$ cat config.mk
export PLATFORM = sky130hd
export DESIGN_NAME = streaming_barrett_divisibility_core
export DESIGN_NICKNAME = d
export VERILOG_FILES = /design/src/hw/rtl/sbd_pkg.sv /design/src/hw/rtl/sbd_ctrl.sv /design/src/hw/rtl/sbd_datapath.sv /design/src/hw/rtl/streaming_barrett_divisibility_core.sv
export SDC_FILE = /design/constraint.sdc
export NUM_CORES = 2
export LEC_CHECK = 0
export BUFFER_PORTS_ARGS = -buffer_cell sky130_fd_sc_hd__buf_2
export CORE_MARGIN = 8
export CORE_UTILIZATION = 35
export CTS_CLUSTER_DIAMETER = 200
export DETAILED_ROUTE_END_ITERATION = 16
export GPL_TIMING_DRIVEN = 0
export PLACE_DENSITY = 0.47
export RECOVER_POWER = 50
export SLEW_MARGIN = 20
export SYNTH_ARGS = -nofsm -noshare
export SYNTH_HDL_FRONTEND = slang
export SYNTH_HIERARCHICAL = 1
export SYNTH_SLANG_ARGS = --single-unit
$ cat constraint.sdc
create_clock -name clk -period 12.96 [get_ports clk]
set_input_delay 2.592 -clock clk [delete_from_list [all_inputs] [get_ports clk]]
set_output_delay 2.592 -clock clk [all_outputs]
set_load 0.01 [all_outputs]
$ cat src/hw/rtl/sbd_pkg.sv
`timescale 1ns / 1ps
// Shared types, constants and command encodings for the streaming Barrett
// divisibility core. No dependencies; used by every other file in hw/rtl.
package sbd_pkg;

    localparam int WORD_W             = 32;
    localparam int DWORD_W            = 2 * WORD_W;
    localparam int CHUNK_BITS_DEFAULT = 32;
    localparam int RECIP_STEPS        = DWORD_W;
    localparam int RCNT_W             = $clog2(RECIP_STEPS);

    // One input beat: a chunk of the magnitude and its framing flags.
    typedef struct packed {
        logic [WORD_W-1:0] chunk_value;
        logic              first_chunk;
        logic              last_chunk;
    } chunk_item_t;

    // One output beat.
    typedef struct packed {
        logic [WORD_W-1:0] remainder;
        logic              divisible;
    } result_item_t;

    // Operand pair presented to the shared 32 x 32 multiplier.
    typedef enum logic [2:0] {
        MS_X0R0 = 3'd0,
        MS_X0R1 = 3'd1,
        MS_X1R0 = 3'd2,
        MS_X1R1 = 3'd3,
        MS_Q0D  = 3'd4,
        MS_Q1D  = 3'd5
    } mul_sel_t;

    // What the datapath does with the registered partial product.
    typedef enum logic [2:0] {
        ACC_NONE   = 3'd0,
        ACC_INIT   = 3'd1,
        ACC_ADD    = 3'd2,
        ACC_QUOT   = 3'd3,
        ACC_SUB_LO = 3'd4,
        ACC_SUB_HI = 3'd5
    } acc_op_t;

    typedef struct packed {
        logic     load_x;
        mul_sel_t mul_sel;
        acc_op_t  acc_op;
        logic     corr_sub;
        logic     commit;
        logic     out_load;
        logic     cfg_load;
        logic     recip_step;
    } dp_cmd_t;

    typedef struct packed {
        logic r_ge_d;
        logic last;
        logic cfg_nonzero;
    } dp_status_t;

endpackage

$ cat src/hw/rtl/sbd_ctrl.sv
`timescale 1ns / 1ps
// Controller for the streaming Barrett divisibility core: sequences the
// reciprocal division, the multiply schedule and the output register.
// Depends on sbd_pkg.
module sbd_ctrl import sbd_pkg::*;
(
    input  logic       clk,
    input  logic       rst_n,
    input  logic       in_valid,
    output logic       in_stall,
    output logic       out_valid,
    input  logic       out_stall,
    input  logic       cfg_valid,
    output logic       cfg_ready,
    input  dp_status_t status,
    output dp_cmd_t    cmd
);

    typedef enum logic [10:0] {
        S_IDLE  = 11'b000_0000_0001,
        S_RECIP = 11'b000_0000_0010,
        S_M00   = 11'b000_0000_0100,
        S_M01   = 11'b000_0000_1000,
        S_M10   = 11'b000_0001_0000,
        S_M11   = 11'b000_0010_0000,
        S_QUOT  = 11'b000_0100_0000,
        S_MQ0   = 11'b000_1000_0000,
        S_MQ1   = 11'b001_0000_0000,
        S_SUBH  = 11'b010_0000_0000,
        S_CORR  = 11'b100_0000_0000
    } state_t;

    state_t            state_reg, state_next;
    logic [RCNT_W-1:0] cnt_reg, cnt_next;
    logic              out_valid_reg, out_valid_next;
    logic              out_free;

    assign out_free  = !out_valid_reg || !out_stall;
    assign cfg_ready = (state_reg == S_IDLE);
    // A pending configuration beat takes precedence over a chunk.
    assign in_stall  = (state_reg != S_IDLE) || cfg_valid;
    assign out_valid = out_valid_reg;

    always_comb
    begin
        state_next = state_reg;
        cnt_next   = cnt_reg;
        cmd        = '0;
        cmd.mul_sel = MS_X0R0;
        cmd.acc_op  = ACC_NONE;
        unique case (state_reg)
            S_IDLE:
            begin
                if (cfg_valid)
                begin
                    // A zero divisor is accepted and dropped.
                    if (status.cfg_nonzero)
                    begin
                        cmd.cfg_load = 1'b1;
                        cnt_next     = '0;
                        state_next   = S_RECIP;
                    end
                end
                else if (in_valid)
                begin
                    cmd.load_x = 1'b1;
                    state_next = S_M00;
                end
            end
            S_RECIP:
            begin
                cmd.recip_step = 1'b1;
                cnt_next       = cnt_reg + 1'b1;
                if (cnt_reg == RCNT_W'(RECIP_STEPS - 1))
                begin
                    state_next = S_IDLE;
                end
            end
            S_M00:
            begin
                cmd.mul_sel = MS_X0R0;
                state_next  = S_M01;
            end
            S_M01:
            begin
                cmd.mul_sel = MS_X0R1;
                cmd.acc_op  = ACC_INIT;
                state_next  = S_M10;
            end
            S_M10:
            begin
                cmd.mul_sel = MS_X1R0;
                cmd.acc_op  = ACC_ADD;
                state_next  = S_M11;
            end
            S_M11:
            begin
                cmd.mul_sel = MS_X1R1;
                cmd.acc_op  = ACC_ADD;
                state_next  = S_QUOT;
            end
            S_QUOT:
            begin
                cmd.acc_op = ACC_QUOT;
                state_next = S_MQ0;
            end
            S_MQ0:
            begin
                cmd.mul_sel = MS_Q0D;
                state_next  = S_MQ1;
            end
            S_MQ1:
            begin
                cmd.mul_sel = MS_Q1D;
                cmd.acc_op  = ACC_SUB_LO;
                state_next  = S_SUBH;
            end
            S_SUBH:
            begin
                cmd.acc_op = ACC_SUB_HI;
                state_next = S_CORR;
            end
            S_CORR:
            begin
                if (status.r_ge_d)
                begin
                    cmd.corr_sub = 1'b1;
                end
                else if (!status.last || out_free)
                begin
                    cmd.commit   = 1'b1;
                    cmd.out_load = status.last;
                    state_next   = S_IDLE;
                end
            end
            default:
            begin
                state_next = S_IDLE;
            end
        endcase
    end

    always_comb
    begin
        out_valid_next = out_valid_reg;
        if (cmd.out_load)
        begin
            out_valid_next = 1'b1;
        end
        else if (out_valid_reg && !out_stall)
        begin
            out_valid_next = 1'b0;
        end
    end

    always_ff @(posedge clk or negedge rst_n)
    begin
        if (!rst_n)
        begin
            state_reg     <= S_IDLE;
            cnt_reg       <= '0;
            out_valid_reg <= 1'b0;
        end
        else
        begin
            state_reg     <= state_next;
            cnt_reg       <= cnt_next;
            out_valid_reg <= out_valid_next;
        end
    end

    // The reciprocal division always ends after its last step.
    assert property (@(posedge clk) disable iff (!rst_n)
        (state_reg == S_RECIP && cnt_reg == RCNT_W'(RECIP_STEPS - 1)) |=> (state_reg == S_IDLE))
        else $error("reciprocal division did not finish on time");

    // A new result never overwrites one that the receiver has not taken.
    assert property (@(posedge clk) disable iff (!rst_n)
        cmd.out_load |-> (!out_valid_reg || !out_stall))
        else $error("result register overwritten while full");

    // Only a final chunk produces an output beat.
    assert property (@(posedge clk) disable iff (!rst_n)
        (!out_valid_reg && out_valid_next) |-> (state_reg == S_CORR && status.last))
        else $error("output beat raised outside the final chunk");

endmodule

$ cat src/hw/rtl/sbd_datapath.sv
`timescale 1ns / 1ps
// Datapath of the streaming Barrett divisibility core: divisor, reciprocal,
// running remainder, the shared 32 x 32 multiplier and the result register.
// Depends on sbd_pkg.
module sbd_datapath import sbd_pkg::*;
#(
    parameter int CHUNK_BITS = CHUNK_BITS_DEFAULT
)
(
    input  logic              clk,
    input  logic              rst_n,
    input  chunk_item_t       in_item,
    input  logic [WORD_W-1:0] cfg_data,
    input  dp_cmd_t           cmd,
    output dp_status_t        status,
    output result_item_t      out_item
);

    localparam logic [WORD_W-1:0] CHUNK_MASK =
        WORD_W'((DWORD_W'(1) << CHUNK_BITS) - DWORD_W'(1));

    logic [WORD_W-1:0]  divisor_reg;
    logic [DWORD_W-1:0] recip_reg;
    logic [WORD_W-1:0]  drem_reg;
    logic [WORD_W-1:0]  rem_reg;
    logic [DWORD_W-1:0] x_reg;
    logic               last_reg;
    logic [DWORD_W-1:0] pp_reg;
    logic [DWORD_W+1:0] acc_reg;
    logic [DWORD_W-1:0] q_reg;
    logic [DWORD_W-1:0] r_reg;
    result_item_t       out_reg;

    logic [WORD_W-1:0]  rem_src;
    logic [DWORD_W-1:0] x_next;
    logic [WORD_W-1:0]  mul_a;
    logic [WORD_W-1:0]  mul_b;
    logic [WORD_W:0]    dtrial;
    logic               dge;

    // A first chunk starts a new number from a zero remainder.
    assign rem_src = in_item.first_chunk ? '0 : rem_reg;
    assign x_next  = (DWORD_W'(rem_src) << CHUNK_BITS)
                   | DWORD_W'(in_item.chunk_value & CHUNK_MASK);

    always_comb
    begin
        mul_a = x_reg[WORD_W-1:0];
        mul_b = recip_reg[WORD_W-1:0];
        unique case (cmd.mul_sel)
            MS_X0R0:
            begin
                mul_a = x_reg[WORD_W-1:0];
                mul_b = recip_reg[WORD_W-1:0];
            end
            MS_X0R1:
            begin
                mul_a = x_reg[WORD_W-1:0];
                mul_b = recip_reg[DWORD_W-1:WORD_W];
            end
            MS_X1R0:
            begin
                mul_a = x_reg[DWORD_W-1:WORD_W];
                mul_b = recip_reg[WORD_W-1:0];
            end
            MS_X1R1:
            begin
                mul_a = x_reg[DWORD_W-1:WORD_W];
                mul_b = recip_reg[DWORD_W-1:WORD_W];
            end
            MS_Q0D:
            begin
                mul_a = q_reg[WORD_W-1:0];
                mul_b = divisor_reg;
            end
            MS_Q1D:
            begin
                mul_a = q_reg[DWORD_W-1:WORD_W];
                mul_b = divisor_reg;
            end
            default:
            begin
                mul_a = x_reg[WORD_W-1:0];
                mul_b = recip_reg[WORD_W-1:0];
            end
        endcase
    end

    // Restoring division of an all-ones dividend: every shifted-in bit is one.
    assign dtrial = {drem_reg, 1'b1};
    assign dge    = dtrial >= {1'b0, divisor_reg};

    assign status.r_ge_d      = r_reg >= DWORD_W'(divisor_reg);
    assign status.last        = last_reg;
    assign status.cfg_nonzero = (cfg_data != '0);
    assign out_item           = out_reg;

    always_ff @(posedge clk or negedge rst_n)
    begin
        if (!rst_n)
        begin
            divisor_reg <= WORD_W'(1);
            recip_reg   <= '1;
            rem_reg     <= '0;
        end
        else
        begin
            if (cmd.cfg_load)
            begin
                divisor_reg <= cfg_data;
            end
            if (cmd.recip_step)
            begin
                recip_reg <= {recip_reg[DWORD_W-2:0], dge};
            end
            if (cmd.commit)
            begin
                rem_reg <= r_reg[WORD_W-1:0];
            end
        end
    end

    always_ff @(posedge clk)
    begin
        pp_reg <= DWORD_W'(mul_a) * DWORD_W'(mul_b);
        if (cmd.cfg_load)
        begin
            drem_reg <= '0;
        end
        else if (cmd.recip_step)
        begin
            drem_reg <= dge ? WORD_W'(dtrial - {1'b0, divisor_reg}) : dtrial[WORD_W-1:0];
        end
        if (cmd.load_x)
        begin
            x_reg    <= x_next;
            last_reg <= in_item.last_chunk;
        end
        // High half of x * reciprocal, gathered one partial product at a time.
        case (cmd.acc_op)
            ACC_INIT:   acc_reg <= (DWORD_W + 2)'(pp_reg[DWORD_W-1:WORD_W]);
            ACC_ADD:    acc_reg <= acc_reg + (DWORD_W + 2)'(pp_reg);
            ACC_QUOT:   q_reg   <= pp_reg + DWORD_W'(acc_reg[DWORD_W+1:WORD_W]);
            ACC_SUB_LO: r_reg   <= x_reg - pp_reg;
            ACC_SUB_HI: r_reg   <= r_reg - {pp_reg[WORD_W-1:0], {WORD_W{1'b0}}};
            default:
            begin
                if (cmd.corr_sub)
                begin
                    r_reg <= r_reg - DWORD_W'(divisor_reg);
                end
            end
        endcase
        if (cmd.out_load)
        begin
            out_reg.remainder <= r_reg[WORD_W-1:0];
            out_reg.divisible <= (r_reg == '0);
        end
    end

    // The divisor can never become zero.
    assert property (@(posedge clk) disable iff (!rst_n)
        divisor_reg != '0)
        else $error("divisor register holds zero");

    // A committed remainder is fully reduced.
    assert property (@(posedge clk) disable iff (!rst_n)
        cmd.commit |=> (rem_reg < divisor_reg))
        else $error("running remainder not below the divisor");

    // The divisible flag agrees with the remainder it travels with.
    assert property (@(posedge clk) disable iff (!rst_n)
        cmd.out_load |=> (out_reg.divisible == (out_reg.remainder == '0)))
        else $error("divisible flag disagrees with remainder");

endmodule

$ cat src/hw/rtl/streaming_barrett_divisibility_core.sv
`timescale 1ns / 1ps
// Top level of the streaming Barrett divisibility core: instantiates the
// controller and the datapath. Depends on sbd_pkg, sbd_ctrl, sbd_datapath.
//
// Usage. A long unsigned number enters on the in channel as 32-bit chunks,
// most significant first; first_chunk starts a new number from a zero
// remainder and last_chunk marks its final chunk. Each beat on the in
// channel is taken when in_valid is high and in_stall low. After the last
// chunk one beat leaves on the out channel with the remainder modulo the
// divisor and a divisible flag, under the same valid/stall rule.
// A chunk occupies the block from acceptance until it is back in idle, and no
// new chunk is taken meanwhile: six products go through the one shared
// 32 x 32 multiplier, with a register after each, then up to two correction
// subtractions. The result of a final chunk enters the output register once
// its corrections are done and that register is free. The divisor is
// written on the cfg channel while the block is idle; a nonzero write
// starts a bit-serial division for the reciprocal, during which in_stall
// and not cfg_ready hold. A zero write is taken and ignored. Reset sets the
// divisor to one and the running remainder to zero. If the receiver stalls,
// the result waits in the output register; the next chunk is still taken and
// worked on, and only a further final chunk waits for the register to empty.
module streaming_barrett_divisibility_core import sbd_pkg::*;
#(
    parameter int CHUNK_BITS = CHUNK_BITS_DEFAULT
)
(
    input  logic              clk,
    input  logic              rst_n,
    input  logic              in_valid,
    output logic              in_stall,
    input  chunk_item_t       in_item,
    output logic              out_valid,
    input  logic              out_stall,
    output result_item_t      out_item,
    input  logic              cfg_valid,
    output logic              cfg_ready,
    input  logic [WORD_W-1:0] cfg_data
);

    dp_cmd_t    cmd;
    dp_status_t status;

    sbd_ctrl u_ctrl (
        .clk       (clk),
        .rst_n     (rst_n),
        .in_valid  (in_valid),
        .in_stall  (in_stall),
        .out_valid (out_valid),
        .out_stall (out_stall),
        .cfg_valid (cfg_valid),
        .cfg_ready (cfg_ready),
        .status    (status),
        .cmd       (cmd)
    );

    sbd_datapath #(
        .CHUNK_BITS (CHUNK_BITS)
    ) u_datapath (
        .clk      (clk),
        .rst_n    (rst_n),
        .in_item  (in_item),
        .cfg_data (cfg_data),
        .cmd      (cmd),
        .status   (status),
        .out_item (out_item)
    );

endmodule
# After elaboration in Yosys (flattened, before gate mapping)
# Cells that the tools add are included.
# op_classes
mux	32
n_eq_ne	30
order_cmp	2
bitwise_logic	2
multipliers	1
reduce_logical	21
add_sub_neg	7
# ops
operator	count
case mux 64 bit (3 select lines)	1
case mux 66 bit (2 select lines)	1
subtractor 64 bit	2
case mux 11 bit (11 select lines)	1
case mux 32 bit (3 select lines)	1
adder 66 x 64 -> 66 bit	1
2-to-1 mux 11 bit	6
adder 64 x 34 -> 64 bit	1
>= comparator 64 x 32 -> 1 bit	1
zero test 64 bit	1
multiplier 32 x 32 -> 64 bit	1
2-to-1 mux 32 bit	2
2-to-1 mux 64 bit	1
bitwise OR 64 x 32 -> 64 bit	1
case mux 32 bit (2 select lines)	1
subtractor 64 x 32 -> 64 bit	1
>= comparator 33 x 32 -> 1 bit	1
nonzero test 32 bit	1
subtractor 32 bit	1
case mux 3 bit (5 select lines)	2
== test 3 x 2 -> 1 bit, second input constant	4
== test 3 bit, second input constant	4
2-to-1 mux 6 bit	2
case mux 6 bit (2 select lines)	1
other kinds (33)	56
# word_totals
inputBits	71
ff_bits	534

# Depth between registers and ports, before layout
# depth
ltp_word	8
ltp_mapped	41

# By module
# The synthesis kept the hierarchy.
# by_module_without_submodules
mod	n_inst	seq_area_each_um2	area_per_inst_um2	cells_each
sbd_datapath	1	13974.7	67209.5	7419
sbd_ctrl	1	451.7	1163.6	124

# Least setup slack after synthesis
# Ideal clock, no wire load.
# synth_timing
kind	reg-to-reg
startpoint	reg u_ctrl.state_reg[8]
endpoint	reg u_datapath.pp_reg[62]
path_buffers	6
arrival_time_ps	9850
synth_period_minus_slack_ps	9922
path_stages_with_launch	39
slack_ps	3038
cell_sequence	dfrtp_1 > clkbuf_1 > or3_1 > buf_2 > or2_1 > or3_4 > nor2_2 > or3_1 > clkbuf_1 > nor2b_1 > clkbuf_1 > clkbuf_1 > a21oi_1 > a21oi_1 > clkbuf_1 > nor2_1 > fa_1 > inv_1 > [... 3 more ...] > inv_1 > fa_1 > inv_1 > fa_1 > inv_1 > fa_1 > fa_1 > ha_1 > a21o_1 > a21o_1 > a221oi_1 > o21ai_0 > a21oi_1 > o211ai_1 > a21bo_2 > a221o_1 > a21oi_1 > xnor2_1
# synth_rtl
element	line	source
start, declared	sbd_ctrl.sv:33	state_t state_reg, state_next;
start signal, assigned	sbd_ctrl.sv:166	state_reg <= state_next;
end signal, assigned	sbd_datapath.sv:125	pp_reg <= DWORD_W'(mul_a) * DWORD_W'(mul_b);
end, declared	sbd_datapath.sv:28	logic [DWORD_W-1:0] pp_reg;

==> results.tsv <==
metric	value	unit
slew_headroom	-251	%
drive_gt1_share	8.19	%
synth-seq-cells	534	
yosys_warnings	6	
io_buffer_count	106	
vias	57608	
violations	capacitance limit, slew limit	
crit_path_end_kind	flip-flop	
hpwl	247000	um
grt_pass1_vias	57691	
dieHeight	458	um
grt_max_degree	100	
ys_top_cells_by_area	fa_1 26%, edfxtp_1 13%, ha_1 9.5%	
clk_pin_slew	0.06	ns
grt_pass1_wl	421000	um
status	complete, but fails checks	
synthCells	7543	
hold_slack	0.489	ns
grt_usage	27.6	%
cpMostUsedCell	fa_1	
coreArea	195000	um2
cts_sinks	534	
clock-skew-final	0.0494	ns
critPathKind	flip-flop to flip-flop	
start_kind	flip-flop	
slew_viol_final	149	
cts_buffer_depth	3	
io_pins	107	
wire_per_inst	28.6	um
multi_input_comb_area	49000	um2
synth_edf_count	292	
clk-insertion-delay-late	0.71	ns
cts_tree	yes	
seqCellArea	14400	um2
initialDrtViolationCount	5713	
gp_congestion	1.02	
design.die.area	210000	um2
syn_area_per_cell	9.06	um2
viasPerCell	5.56	
cts-root-buf	clkbuf_16	
rsz0062_at_grt	no	
overflow	0	
syn_area	68400	um2
maxCapViolations	2	
ys_seq_area_share	21.1	%
largest_register_ffs	66	
antenna_left	0	
required	13.55	ns
min_period	12.69	ns
setup_violations	0	
htree_levels	3	
worstPathArrival	13.29	ns
drc	0	
die_x	458	um
ys_types	111	
start_util	35.1	%
synth_area_leader_cell	fa_1	
wirelength	296000	um
antenna_found_initial	15	
slowest_delay	0.82	ns
fin_crit_sh	97.9	%
synthFlopType	edfxtp_1	
fill_cells	19926	
firstDrtPassIters	6	
finalHoldViolCount	0	
hp-class	flip-flop to flip-flop	
cts_hold_buf	0	
rows	162	
area_growth	10.1	%
final_nets	9236	
syn_nets	9035	
synth_top_area_share	26.4	%
path_max_fanout	10	
max_freq	78.8	MHz
crit_slowest_cell	clkdlybuf4s15_1	
worst_pin_slew	5.27	ns
numCtsBuffers	71	
synth-async-reset-ratio	27.3	%
==> timing repair <==
action | in CTS | in global routing
setup endpoints to repair | 19 | 14
pin swaps | 0 | 1
gates resized for setup | 39 | 129
setup buffers | 0 | 1
==> layout make-up <==
class | instances | share of cell area, %
Tap cell | 2542 | 4.23
Antenna cell | 8 | 0.0266
Multi-Input combinational cell | 5607 | 65.1
Clock buffer | 90 | 2.54
Inverter | 1018 | 5.08
Buffer | 360 | 2.02
Timing Repair Buffer | 152 | 1.22
Clock inverter | 42 | 0.638
Sequential cell | 534 | 19.2
==> cells in the final DEF (no fill, tap or decap), types with 71 or more instances in the layout <==
cell type | Yosys | routed
a21o_1 | 205 | 202
a21oi_1 | 403 | 380
buf_2 | 18 | 91
clkbuf_1 | 342 | 303
clkbuf_16 | 0 | 71
clkbuf_2 | 2 | 82
dfrtp_1 | 80 | 80
dfxtp_1 | 96 | 96
edfxtp_1 | 292 | 292
fa_1 | 902 | 902
ha_1 | 519 | 519
inv_1 | 1016 | 1017
mux2_2 | 100 | 100
nand2_1 | 858 | 858
nand3_1 | 79 | 80
nor2_1 | 829 | 829
nor2b_1 | 80 | 80
nor3_1 | 76 | 75
o21ai_0 | 261 | 260
xnor2_1 | 219 | 219
xor2_1 | 134 | 134
==> layer usage <==
metal  vias up  GRT usage, %  part of all wire [%]  wire length, um
met5         -             0                0.0034               10
li1      25440             -                     -                -
met1     29405          37.6                    43           127000
met4         2          11.1                   4.8            14200
met2      2324          42.9                    44           131000
met3       437          5.75                   8.1            24000
==> cells by family (layout without fill, tap and decap cells) <==
logic type               count (synthesis)  after routing  synth area share [%]
AND/OR/NAND/NOR                       2284           2284                  14.7
adder cells (fa/ha/maj)               1421           1421                  35.9
buffers and inverters                 1402           1662                  7.78
AO/OA/AOI/OAI                         1401           1401                  13.6
flip-flops                             534            534                  21.1
XOR/XNOR                               353            353                  4.52
multiplexers                           148            148                  2.35
other                                    0              8                     0
==> critical path, delay by kind of cell, from the launching register on <==
family | cells | cell delay, ns
xor+xnor | 1 | 0.20
fa+ha+maj | 9 | 4.43
flops | 1 | 0.36
buf+inv | 7 | 2.39
simple gates | 10 | 3.09
compound gates | 6 | 2.06
==> final timing paths <==
kind	start	slack, ns	cells after the start	endpoint
max in group asynchronous	rst_n	3.54	2	u_datapath/divisor_reg[22]
min reg2reg	u_datapath/drem_reg[13]	0.49	2	u_datapath/drem_reg[14]
min	u_datapath/drem_reg[13]	0.49	2	u_datapath/drem_reg[14]
max reg2reg	u_ctrl/state_reg[8]	0.27	33	u_datapath/pp_reg[63]
min in group asynchronous	rst_n	3.05	1	u_ctrl/out_valid
max	u_ctrl/state_reg[8]	0.27	33	u_datapath/pp_reg[63]
==> Yosys cell counts (40+ instances only) <==
library cell  number
inv_1           1016
fa_1             902
nand2_1          858
nor2_1           829
ha_1             519
a21oi_1          403
clkbuf_1         342
edfxtp_1         292
o21ai_0          261
xnor2_1          219
a21o_1           205
xor2_1           134
mux2_2           100
dfxtp_1           96
dfrtp_1           80
nor2b_1           80
nand3_1           79
nor3_1            76
nand4_1           68
dfstp_2           66
nand2b_1          66
and3_1            50
mux2i_1           48
a31oi_1           46
o21a_1            45
nor4_1            43
o221ai_1          43
o21bai_1          40
==> stage by stage <==
step,worst slack (ns),cell area [um2],std cells,utilization [%],TNS (ns)
2_1_floorplan,3.04,68400,7543,-,0
3_3_place_gp,-1.72,72100,10191,37.0,-132.62
3_5_place_dp,-0.659,72800,10236,37.4,-4.91
4_1_cts,0.0152,75300,10359,38.7,0
5_1_grt,0.0417,75200,10345,38.7,0
6_report,0.268,75200,10353,38.7,0
Power is left out: the tool's default activity adds up to more than one toggle a clock period on the data nets, which glitch-free logic cannot reach.
